`src/hw/rtl/fibonacci_mod_matrix_power_defines.svh`:
```
// Assertion macros for the Fibonacci matrix power block.
// Used by fibonacci_mod_matrix_power.sv; needs signals clk and rst_n in scope.
`ifndef FIBONACCI_MOD_MATRIX_POWER_DEFINES_SVH
`define FIBONACCI_MOD_MATRIX_POWER_DEFINES_SVH
`ifndef SYNTHESIS
`define FMP_ASSERT(label, prop) \
  label: assert property (@(posedge clk) disable iff (!rst_n) prop) \
    else $error("fmp assertion failed");
`define FMP_ASSERT_NEXT(label, cond, nxt) \
  label: assert property (@(posedge clk) disable iff (!rst_n) (cond) |=> (nxt)) \
    else $error("fmp assertion failed");
`else
`define FMP_ASSERT(label, prop)
`define FMP_ASSERT_NEXT(label, cond, nxt)
`endif
`endif

```
`src/hw/rtl/fmp_pkg.sv`:
```
// Constants and modular arithmetic helpers for the Fibonacci matrix power block.
// No dependencies.
package fmp_pkg;

  localparam int VAL_BITS = 30;
  localparam logic [VAL_BITS-1:0] FIB_P = 30'd1000000007;
  localparam logic [VAL_BITS+1:0] FIB_P2 = 32'd2000000014;
  localparam logic [4:0] BCNT_LAST = 5'd29;

  typedef logic [VAL_BITS-1:0] val_t;

  function automatic val_t add_mod(input val_t x, input val_t y);
    logic [VAL_BITS:0] t;
    t = {1'b0, x} + {1'b0, y};
    if (t >= {1'b0, FIB_P}) begin
      t = t - {1'b0, FIB_P};
    end
    return t[VAL_BITS-1:0];
  endfunction

  // One bit of an interleaved modular multiply-accumulate: 2r + b1*x1 + b2*x2.
  function automatic val_t mac_step(input val_t r, input val_t x1, input val_t x2,
                                    input logic b1, input logic b2);
    logic [VAL_BITS+1:0] t;
    t = {1'b0, r, 1'b0} + {2'b00, (b1 ? x1 : '0)} + {2'b00, (b2 ? x2 : '0)};
    if (t >= FIB_P2) begin
      t = t - FIB_P2;
    end
    if (t >= {2'b00, FIB_P}) begin
      t = t - {2'b00, FIB_P};
    end
    return t[VAL_BITS-1:0];
  endfunction

endpackage

```
`src/hw/rtl/fibonacci_mod_matrix_power.sv`:
```
// Top level of the Fibonacci matrix power block, modulo 1000000007.
// Depends on fmp_pkg and fibonacci_mod_matrix_power_defines.svh.
//
// A request on the input channel carries an index n; the block returns one
// result, F(n) mod 1000000007, on the output channel. Both channels use
// valid and stall; a transfer happens at a clock edge with valid high and
// stall low. The block holds one request at a time and raises in_stall
// while it works.
// Indexes zero, one and two go straight from idle to the done state. Larger
// indexes scan all INDEX_BITS bits of n-2, each bit taking a bit-serial matrix
// squaring on four modular multiply-accumulate units plus a step for the
// optional multiply by the base matrix. The squaring loop sets the latency.
// The result waits in an output register while out_stall is high, and a new
// request may be taken meanwhile. Synchronous reset clears the sequencer and
// the output valid.
`include "fibonacci_mod_matrix_power_defines.svh"
module fibonacci_mod_matrix_power #(
  parameter int INDEX_BITS = 63
) (
  input  logic                  clk,
  input  logic                  rst_n,
  input  logic                  in_valid,
  output logic                  in_stall,
  input  logic [INDEX_BITS-1:0] in_index,
  output logic                  out_valid,
  input  logic                  out_stall,
  output logic [29:0]           out_fib_value
);
  import fmp_pkg::*;

  localparam int EW = $clog2(INDEX_BITS);

  typedef enum logic [2:0] {S_IDLE, S_SQR, S_MULB, S_FIN, S_DONE} state_t;

  state_t                state_r;
  val_t                  a_r, b_r, c_r, d_r;
  val_t                  sa_r, sb_r, sc_r, sd_r;
  val_t                  ra_r, rb_r, rc_r, rd_r;
  val_t                  res_r;
  logic [INDEX_BITS-1:0] e_r;
  logic [EW-1:0]         ecnt_r;
  logic [4:0]            bcnt_r;
  logic                  out_valid_r;
  val_t                  out_fib_value_r;

  val_t ra_nxt, rb_nxt, rc_nxt, rd_nxt;
  val_t na_nxt, nb_nxt, nc_nxt, nd_nxt;
  logic ebit;

  assign ebit = e_r[INDEX_BITS-1];
  assign ra_nxt = mac_step(ra_r, a_r, b_r, sa_r[VAL_BITS-1], sc_r[VAL_BITS-1]);
  assign rb_nxt = mac_step(rb_r, a_r, b_r, sb_r[VAL_BITS-1], sd_r[VAL_BITS-1]);
  assign rc_nxt = mac_step(rc_r, c_r, d_r, sa_r[VAL_BITS-1], sc_r[VAL_BITS-1]);
  assign rd_nxt = mac_step(rd_r, c_r, d_r, sb_r[VAL_BITS-1], sd_r[VAL_BITS-1]);

  always_comb begin
    na_nxt = a_r;
    nb_nxt = b_r;
    nc_nxt = c_r;
    nd_nxt = d_r;
    if (ebit) begin
      na_nxt = add_mod(a_r, b_r);
      nb_nxt = a_r;
      nc_nxt = add_mod(c_r, d_r);
      nd_nxt = c_r;
    end
  end

  assign in_stall = (state_r != S_IDLE);
  assign out_valid = out_valid_r;
  assign out_fib_value = out_fib_value_r;

  always_ff @(posedge clk) begin
    if (!rst_n) begin
      state_r     <= S_IDLE;
      out_valid_r <= 1'b0;
    end else begin
      if (state_r == S_DONE && (!out_valid_r || !out_stall)) begin
        out_valid_r     <= 1'b1;
        out_fib_value_r <= res_r;
      end else if (out_valid_r && !out_stall) begin
        out_valid_r <= 1'b0;
      end
      case (state_r)
        S_IDLE: begin
          if (in_valid) begin
            if (in_index == '0) begin
              res_r   <= '0;
              state_r <= S_DONE;
            end else if (in_index == INDEX_BITS'(1) || in_index == INDEX_BITS'(2)) begin
              res_r   <= val_t'(1);
              state_r <= S_DONE;
            end else begin
              e_r     <= in_index - INDEX_BITS'(2);
              ecnt_r  <= EW'(INDEX_BITS - 1);
              a_r     <= val_t'(1);
              b_r     <= '0;
              c_r     <= '0;
              d_r     <= val_t'(1);
              sa_r    <= val_t'(1);
              sb_r    <= '0;
              sc_r    <= '0;
              sd_r    <= val_t'(1);
              ra_r    <= '0;
              rb_r    <= '0;
              rc_r    <= '0;
              rd_r    <= '0;
              bcnt_r  <= '0;
              state_r <= S_SQR;
            end
          end
        end
        S_SQR: begin
          ra_r   <= ra_nxt;
          rb_r   <= rb_nxt;
          rc_r   <= rc_nxt;
          rd_r   <= rd_nxt;
          sa_r   <= {sa_r[VAL_BITS-2:0], 1'b0};
          sb_r   <= {sb_r[VAL_BITS-2:0], 1'b0};
          sc_r   <= {sc_r[VAL_BITS-2:0], 1'b0};
          sd_r   <= {sd_r[VAL_BITS-2:0], 1'b0};
          bcnt_r <= bcnt_r + 5'd1;
          if (bcnt_r == BCNT_LAST) begin
            a_r     <= ra_nxt;
            b_r     <= rb_nxt;
            c_r     <= rc_nxt;
            d_r     <= rd_nxt;
            state_r <= S_MULB;
          end
        end
        S_MULB: begin
          a_r <= na_nxt;
          b_r <= nb_nxt;
          c_r <= nc_nxt;
          d_r <= nd_nxt;
          e_r <= {e_r[INDEX_BITS-2:0], 1'b0};
          if (ecnt_r == '0) begin
            state_r <= S_FIN;
          end else begin
            ecnt_r  <= ecnt_r - EW'(1);
            sa_r    <= na_nxt;
            sb_r    <= nb_nxt;
            sc_r    <= nc_nxt;
            sd_r    <= nd_nxt;
            ra_r    <= '0;
            rb_r    <= '0;
            rc_r    <= '0;
            rd_r    <= '0;
            bcnt_r  <= '0;
            state_r <= S_SQR;
          end
        end
        S_FIN: begin
          res_r   <= add_mod(a_r, b_r);
          state_r <= S_DONE;
        end
        S_DONE: begin
          if (!out_valid_r || !out_stall) begin
            state_r <= S_IDLE;
          end
        end
        default: begin
          state_r <= S_IDLE;
        end
      endcase
    end
  end

  `FMP_ASSERT(a_out_reduced, out_valid_r |-> (out_fib_value_r < FIB_P))
  `FMP_ASSERT(a_bcnt_range, (state_r == S_SQR) |-> (bcnt_r <= BCNT_LAST))
  `FMP_ASSERT(a_acc_reduced, (state_r == S_MULB) |-> (a_r < FIB_P && b_r < FIB_P))
  `FMP_ASSERT_NEXT(a_done_issues, state_r == S_DONE && !out_stall, out_valid_r)

endmodule

```
`config.mk`:
```
export PLATFORM = sky130hd
export DESIGN_NAME = fibonacci_mod_matrix_power
export DESIGN_NICKNAME = d
export VERILOG_FILES = /design/src/hw/rtl/fmp_pkg.sv /design/src/hw/rtl/fibonacci_mod_matrix_power.sv
export VERILOG_INCLUDE_DIRS = /design/src /design/src/hw/rtl
export SDC_FILE = /design/constraint.sdc
export NUM_CORES = 2
export LEC_CHECK = 0
export ABC_AREA = 1
export BUFFER_PORTS_ARGS = -buffer_cell sky130_fd_sc_hd__buf_2
export CAP_MARGIN = 20
export CORE_MARGIN = 2
export CORE_UTILIZATION = 35
export DETAILED_ROUTE_END_ITERATION = 6
export GPL_ROUTABILITY_DRIVEN = 0
export PLACE_DENSITY = 0.47
export SLEW_MARGIN = 0
export SYNTH_ARGS = -nofsm -noshare
export SYNTH_HDL_FRONTEND = slang
export SYNTH_SLANG_ARGS = --single-unit
```
`constraint.sdc`:
```
create_clock -name clk -period 32.5 [get_ports clk]
set_clock_uncertainty 0.2 [all_clocks]
set_input_delay 1.625 -clock clk [delete_from_list [all_inputs] [get_ports clk]]
set_output_delay 1.625 -clock clk [all_outputs]
set_load 0.03 [all_outputs]
```
# --- Word level (Yosys, flattened, before mapping) ---
# Index checks and enable logic that the tools add are counted.
word_totals:
  output_inout_bits: 32
  regBits: 498
  wordCells: 163
op_classes:
  magnitude_cmp: 10
  reduce_logical: 21
  addsub: 23
  mux: 76
  eq_ne: 14
ops:
  columns: ["op", "n"]
  rows:
  - ["two-way mux 30 bit", 36]
  - ["one-hot mux 30 bit (3 select lines)", 12]
  - ["two-way mux 63 bit", 3]
  - ["subtractor 30 bit, second input constant", 6]
  - ["adder 31 x 30 -> 32 bit", 4]
  - ["adder 32 x 30 -> 32 bit", 4]
  - [">= comparator 32 x 30 -> 1 bit, second input constant", 4]
  - [">= comparator 32 x 31 -> 1 bit, second input constant", 4]
  - ["two-way mux 32 bit", 4]
  - ["subtractor 32 x 31 -> 32 bit, second input constant", 4]
  - ["one-hot mux 63 bit (2 select lines)", 1]
  - ["== test 63 x 1 -> 1 bit, second input constant", 1]
  - ["== test 63 x 2 -> 1 bit, second input constant", 1]
  - ["logical NOT 63 bit", 1]
  - ["subtractor 63 x 2 -> 63 bit, second input constant", 1]
  - ["adder 30 x 30 -> 31 bit", 2]
  - [">= comparator 31 x 30 -> 1 bit, second input constant", 2]
  - ["one-hot mux 30 bit (2 select lines)", 1]
  - ["two-way mux 6 bit", 4]
  - ["two-way mux 5 bit", 4]
  - ["AND reduction 6 bit", 3]
  - ["two-way mux 3 bit", 5]
  - ["one-hot mux 3 bit (5 select lines)", 1]
  - ["one-hot mux 5 bit (3 select lines)", 1]
  - ["other kinds (23)", 35]

# --- Logic depth before layout (Yosys ltp) ---
depth:
  depth_word: 9
  depth_mapped: 43
  mapped_depth_nobuf: 38

# --- Worst setup path before layout ---
# Ideal clock, no wire load.
synth_timing:
  path_type: "in2reg"
  start: "input in_index[2]"
  end: "register bcnt_r[0], enable pin"
  arrival_ns: 12.666
  path_slack_ns: 18.779
  stages: 14
  t_required_ns: 31.444
  n_path_buf: 0
  path_cell_list: "nor2_1 -> inv_1 -> nor2_1 -> inv_1 -> nor2_1 -> inv_1 -> nor2_1 -> nand2_1 -> nor3_1 -> inv_1 -> nand2_1 -> nand2_1 -> o211ai_1 -> nor2_1"
synth_between:
  elab_chain_cells: 4
  elab_cells_between_ends: 7
  cone_classes: "eq/ne: 4; reduce/logical: 3"
synth_lines:
  columns: ["item", "line_no", "source"]
  rows:
  - ["start: declaration", "fibonacci_mod_matrix_power.sv:24", "input logic [INDEX_BITS-1:0] in_index,"]
  - ["== test 63 x 1 -> 1 bit / == test 63 x 2 -> 1 bit (equally long branches)", "fibonacci_mod_matrix_power.sv:90", "end else if (in_index == INDEX_BITS'(1) || in_index == INDEX_BITS'(2)) begin"]
  - ["logical OR 1 bit", "fibonacci_mod_matrix_power.sv:90", null]
  - ["inequality test 2 bit (no source line)", null, null]
  - ["AND reduction 6 bit (no source line) (*)", null, null]
  - ["end signal: assignment", "fibonacci_mod_matrix_power.sv:122", "bcnt_r <= bcnt_r + 5'd1;"]
  - ["end: declaration", "fibonacci_mod_matrix_power.sv:42", "logic [4:0] bcnt_r;"]
# Every way passes the cells marked *; elsewhere a longest branch is shown, timed or not.
# A chain may end at the register's enable or synchronous reset.

# --- Worst setup path after layout ---
layout_timing:
  start: "register sa_r[29]"
  end: "register c_r[17], data pin"
layout_between:
  elab_chain_cells: 9
  elab_cells_between_ends: 11
  cone_classes: "add/sub: 4; order compare: 2; mux: 5"
layout_lines:
  columns: ["item", "line_no", "source"]
  rows:
  - ["start: declaration", "fibonacci_mod_matrix_power.sv:37", "val_t sa_r, sb_r, sc_r, sd_r;"]
  - ["start signal: assignment", "fibonacci_mod_matrix_power.sv:100", "sa_r <= val_t'(1);"]
  - ["start signal: assignment", "fibonacci_mod_matrix_power.sv:118", "sa_r <= {sa_r[VAL_BITS-2:0], 1'b0};"]
  - ["start signal: assignment", "fibonacci_mod_matrix_power.sv:141", "sa_r <= na_nxt;"]
  - ["two-way mux 30 bit (*)", "fmp_pkg.sv:25", "t = {1'b0, r, 1'b0} + {2'b00, (b1 ? x1 : '0)} + {2'b00, (b2 ? x2 : '0)};"]
  - ["adder 31 x 30 -> 32 bit (*)", "fmp_pkg.sv:25", null]
  - ["adder 32 x 30 -> 32 bit (*)", "fmp_pkg.sv:25", null]
  - ["subtractor 32 x 31 -> 32 bit / >= comparator 32 x 31 -> 1 bit (equally long branches)", "fmp_pkg.sv:27, fmp_pkg.sv:26", null]
  - ["two-way mux 32 bit (*)", "fmp_pkg.sv:26", "if (t >= FIB_P2) begin"]
  - ["subtractor 30 bit / >= comparator 32 x 30 -> 1 bit (equally long branches)", "fmp_pkg.sv:30, fmp_pkg.sv:29", null]
  - ["two-way mux 30 bit (*)", "fmp_pkg.sv:29", "if (t >= {2'b00, FIB_P}) begin"]
  - ["two-way mux 30 bit (*)", "fibonacci_mod_matrix_power.sv:123", "if (bcnt_r == BCNT_LAST) begin"]
  - ["one-hot mux 30 bit (3 select lines) (*)", "fibonacci_mod_matrix_power.sv:84", "case (state_r)"]
  - ["end signal: assignment", "fibonacci_mod_matrix_power.sv:126", "c_r <= rc_nxt;"]
  - ["end signal: assignment", "fibonacci_mod_matrix_power.sv:134", "c_r <= nc_nxt;"]
  - ["end: declaration", "fibonacci_mod_matrix_power.sv:36", "val_t a_r, b_r, c_r, d_r;"]
# Every way passes the cells marked *; elsewhere a longest branch is shown, timed or not. The select of a mux whose other input is x is not followed.

==> impl_metrics.yaml <==
detailed_routing:
  ant_nets: 0
  wl_met3_um: 13880
  dr.max_layer_used: "met4"
  viasPerCell: 5.054
  vias: 56290
  wl_met1_um: 103100
  first_pass_iters: 7
  wl_met2_um: 88260
  post_drt_wl_per_cell_um: 18.80
  wl_um: 209400
  route.detailed.drc: 0
  drt_iter0_markers: 5321
cts:
  holdBufCountCts: 0
  cts_resized: 0
  clk_pin_slew_ns: 0.07
  postCtsSetupBuffers: 0
  clock_latency_ns: 0.70
  cts_buffers: 60
  htreeDepth: 2
  cts_tree: "yes"
  root_buffer: "clkbuf_16"
  clk_path_buf_depth: 3
  cts.sinks: 498
cells_and_area:
  antenna_cells: 0
  syn_to_final_growth_pct: 8.336
  drive_gt1_share_pct: 4.064
  n_fill_cell: 17240
  nets: 9417
global_route:
  grtUsageTotal_pct: 25.76
  first_global_vias: 52250
  antenna_found_initial: 4
  grt_remaining_overflow: 0
  grt_max_degree: 180
  grt_pass1_wl_um: 317800
timing:
  rsz0062_at_grt: "false"
  hold_viol: 0
  finalCritPeriodShare_pct: 24.15
  finalSetupViolCount: 0
  drv_slew: 0
  fmax_mhz: 127.4
  fin_setup_tns_ns: 0
  worst_pin_slew_ns: 1.226
  fin_crit_ns: 7.850
  slew_headroom_pct: 18.29
setup_path:
  cp_max_fo: 52
  critPathLaunchType: "register"
  reg2reg_slack_ns: 24.65
  criticalPathCategory: "register to register"
  cpMostUsedCell: "nand2_1"
  slowest_stage: "nor3_1"
  required_ns: 32.73
  arrival_ns: 8.08
  end_kind: "register"
  critPathMaxStageDelay_ns: 0.53
die:
  initial_core_util_pct: 35.16
  rows: 145
  die_h_um: 399.4
  fp.dieW_um: 399.4
  fp.coreArea_um2: 155700
  die_area_um2: 159500
  io_pins: 99
synth:
  synth.top_cell.area_share_pct: 27.11
  ys_async_sr_fraction_pct: 0
  ys_ff_latch: 498
  synth_most_common_cell: "nand2_1"
  synthFlopType: "edfxtp_1"
  yosysUniqueCellTypes: 51
  synth_common_cells: "nand2_1 (3811), inv_1 (1434), nor2_1 (907)"
  synth_area_leaders: "edfxtp_1 (27%), nand2_1 (26%), inv_1 (9.8%)"
  syn_avg_cell_area_um2: 6.076
  yosysWarnings: 0
  synth_largest_area_cell: "edfxtp_1"
  synth-edff-count: 494
  synth_seq_area_share_pct: 27.25
  synth_area_um2: 54720
  syn_inst: 9006
  syn_nets: 9394
worst_hold_path:
  hold_class: "register to register"
outcome:
  status: "finished clean"
job:
  maxCapViolCount: 0
placed_design:
  portBuffers: 98
  dp_hpwl_um: 168100
## kinds of logic after synthesis
| family | synth area share (%) |
|---|---|
| AND/OR/NAND/NOR | 43.88 |
| buffers and inverters | 11.74 |
| flip-flops | 27.25 |
| AO/OA/AOI/OAI | 4.760 |
| adder cells (fa/ha/maj) | 9.013 |
| XOR/XNOR | 3.329 |
| multiplexers | 0.01829 |
## layout make-up
cell class                 instances  area (µm²)  share of cell area, %
clock buffer                      68        1553                  2.619
timing repair buffer             136       849.6                  1.433
multi-input combinational       6878       33420                  56.38
clock inverter                    44       506.7                 0.8547
sequential                       498       14910                  25.16
inverter                        1455        5464                  9.216
tap                             2058        2575                  4.343
## stage by stage
stage / utilization [%] / worst slack [ns] / cells / cell area (µm²) / hold slack (ns)
after floorplan: - / 18.78 / 9006 / 54720 / 0.2003
after global placement: 36.74 / 24.70 / 11020 / 57190 / 0.2050
after detailed placement: 36.75 / 24.62 / 11020 / 57200 / 0.2045
after CTS: 38.07 / 24.55 / 11140 / 59260 / 0.2054
after global routing: 38.09 / 23.99 / 11140 / 59290 / 0.2206
final: 38.09 / 24.65 / 11140 / 59290 / 0.2100
## worst max-delay path: cells and delay by family (launching register included)
family	cells	cell delay (ns)
flops	1	0.33
fa+ha+maj	2	0.90
compound gates	1	0.14
buf+inv	5	1.11
simple gates	23	4.80
## path summary, 6_finish.rpt
| kind | depth (start not counted) | endpoint | from |
|---|---|---|---|
| worst max-delay path | 31 | c_r[17]$_DFFE_PP_ | sa_r[29]$_DFFE_PP_ |
| worst min-delay path | 0 | out_fib_value[6]$_DFFE_PP_ | res_r[6]$_SDFFCE_PN0P_ |
| worst min register to register | 0 | out_fib_value[6]$_DFFE_PP_ | res_r[6]$_SDFFCE_PN0P_ |
| worst max register to register | 31 | c_r[17]$_DFFE_PP_ | sa_r[29]$_DFFE_PP_ |
## cell usage in the layout, fill, tap and decap left out, types with 10 or more instances in the layout
master     Yosys  routed
fa_1         122     122
nor4_1        17      17
buf_2         20      98
clkbuf_16      0      61
nand3_1      771     770
nor2_1       907     903
nor3_1        63      62
o21ai_0      174     174
a21oi_1      206     206
o21ai_1       25      25
o21bai_1      19      19
inv_2         18      20
nor2_2        36      36
buf_4         15      32
a31oi_1       14      14
inv_1       1434    1433
clkinv_2       0      14
xor2_1       158     158
nor2_4         9      13
edfxtp_1     494     494
or2_2         11      11
nand2_2       35      35
a21o_1        13      13
bufinv_16      0      10
clkinv_1       3      10
nand4_1      123     123
nand2_1     3811    3811
xnor2_1       50      50
ha_1         199     199
nand3b_1      33      33
and2_1        27      27
## sequential cells by signal, indices dropped and copies added, names as in the netlist, 5 cells and up
register	cells
rb_r	30
a_r	30
sa_r	30
sc_r	30
sb_r	30
res_r	30
ra_r	30
bcnt_r	5
c_r	30
d_r	30
e_r	63
out_fib_value	30
rc_r	30
rd_r	30
ecnt_r	6
sd_r	30
b_r	30
## routing by layer
metal  vias to the layer above  global-route usage (%)
met5                         -                       0
met4                         0                   4.995
met3                       206                   3.050
met2                      1777                   39.23
met1                     26230                   38.91
li1                      28080                       -
Power is not shown: default switching activity piles up to over one toggle a cycle in this logic, so the estimate is an artifact.
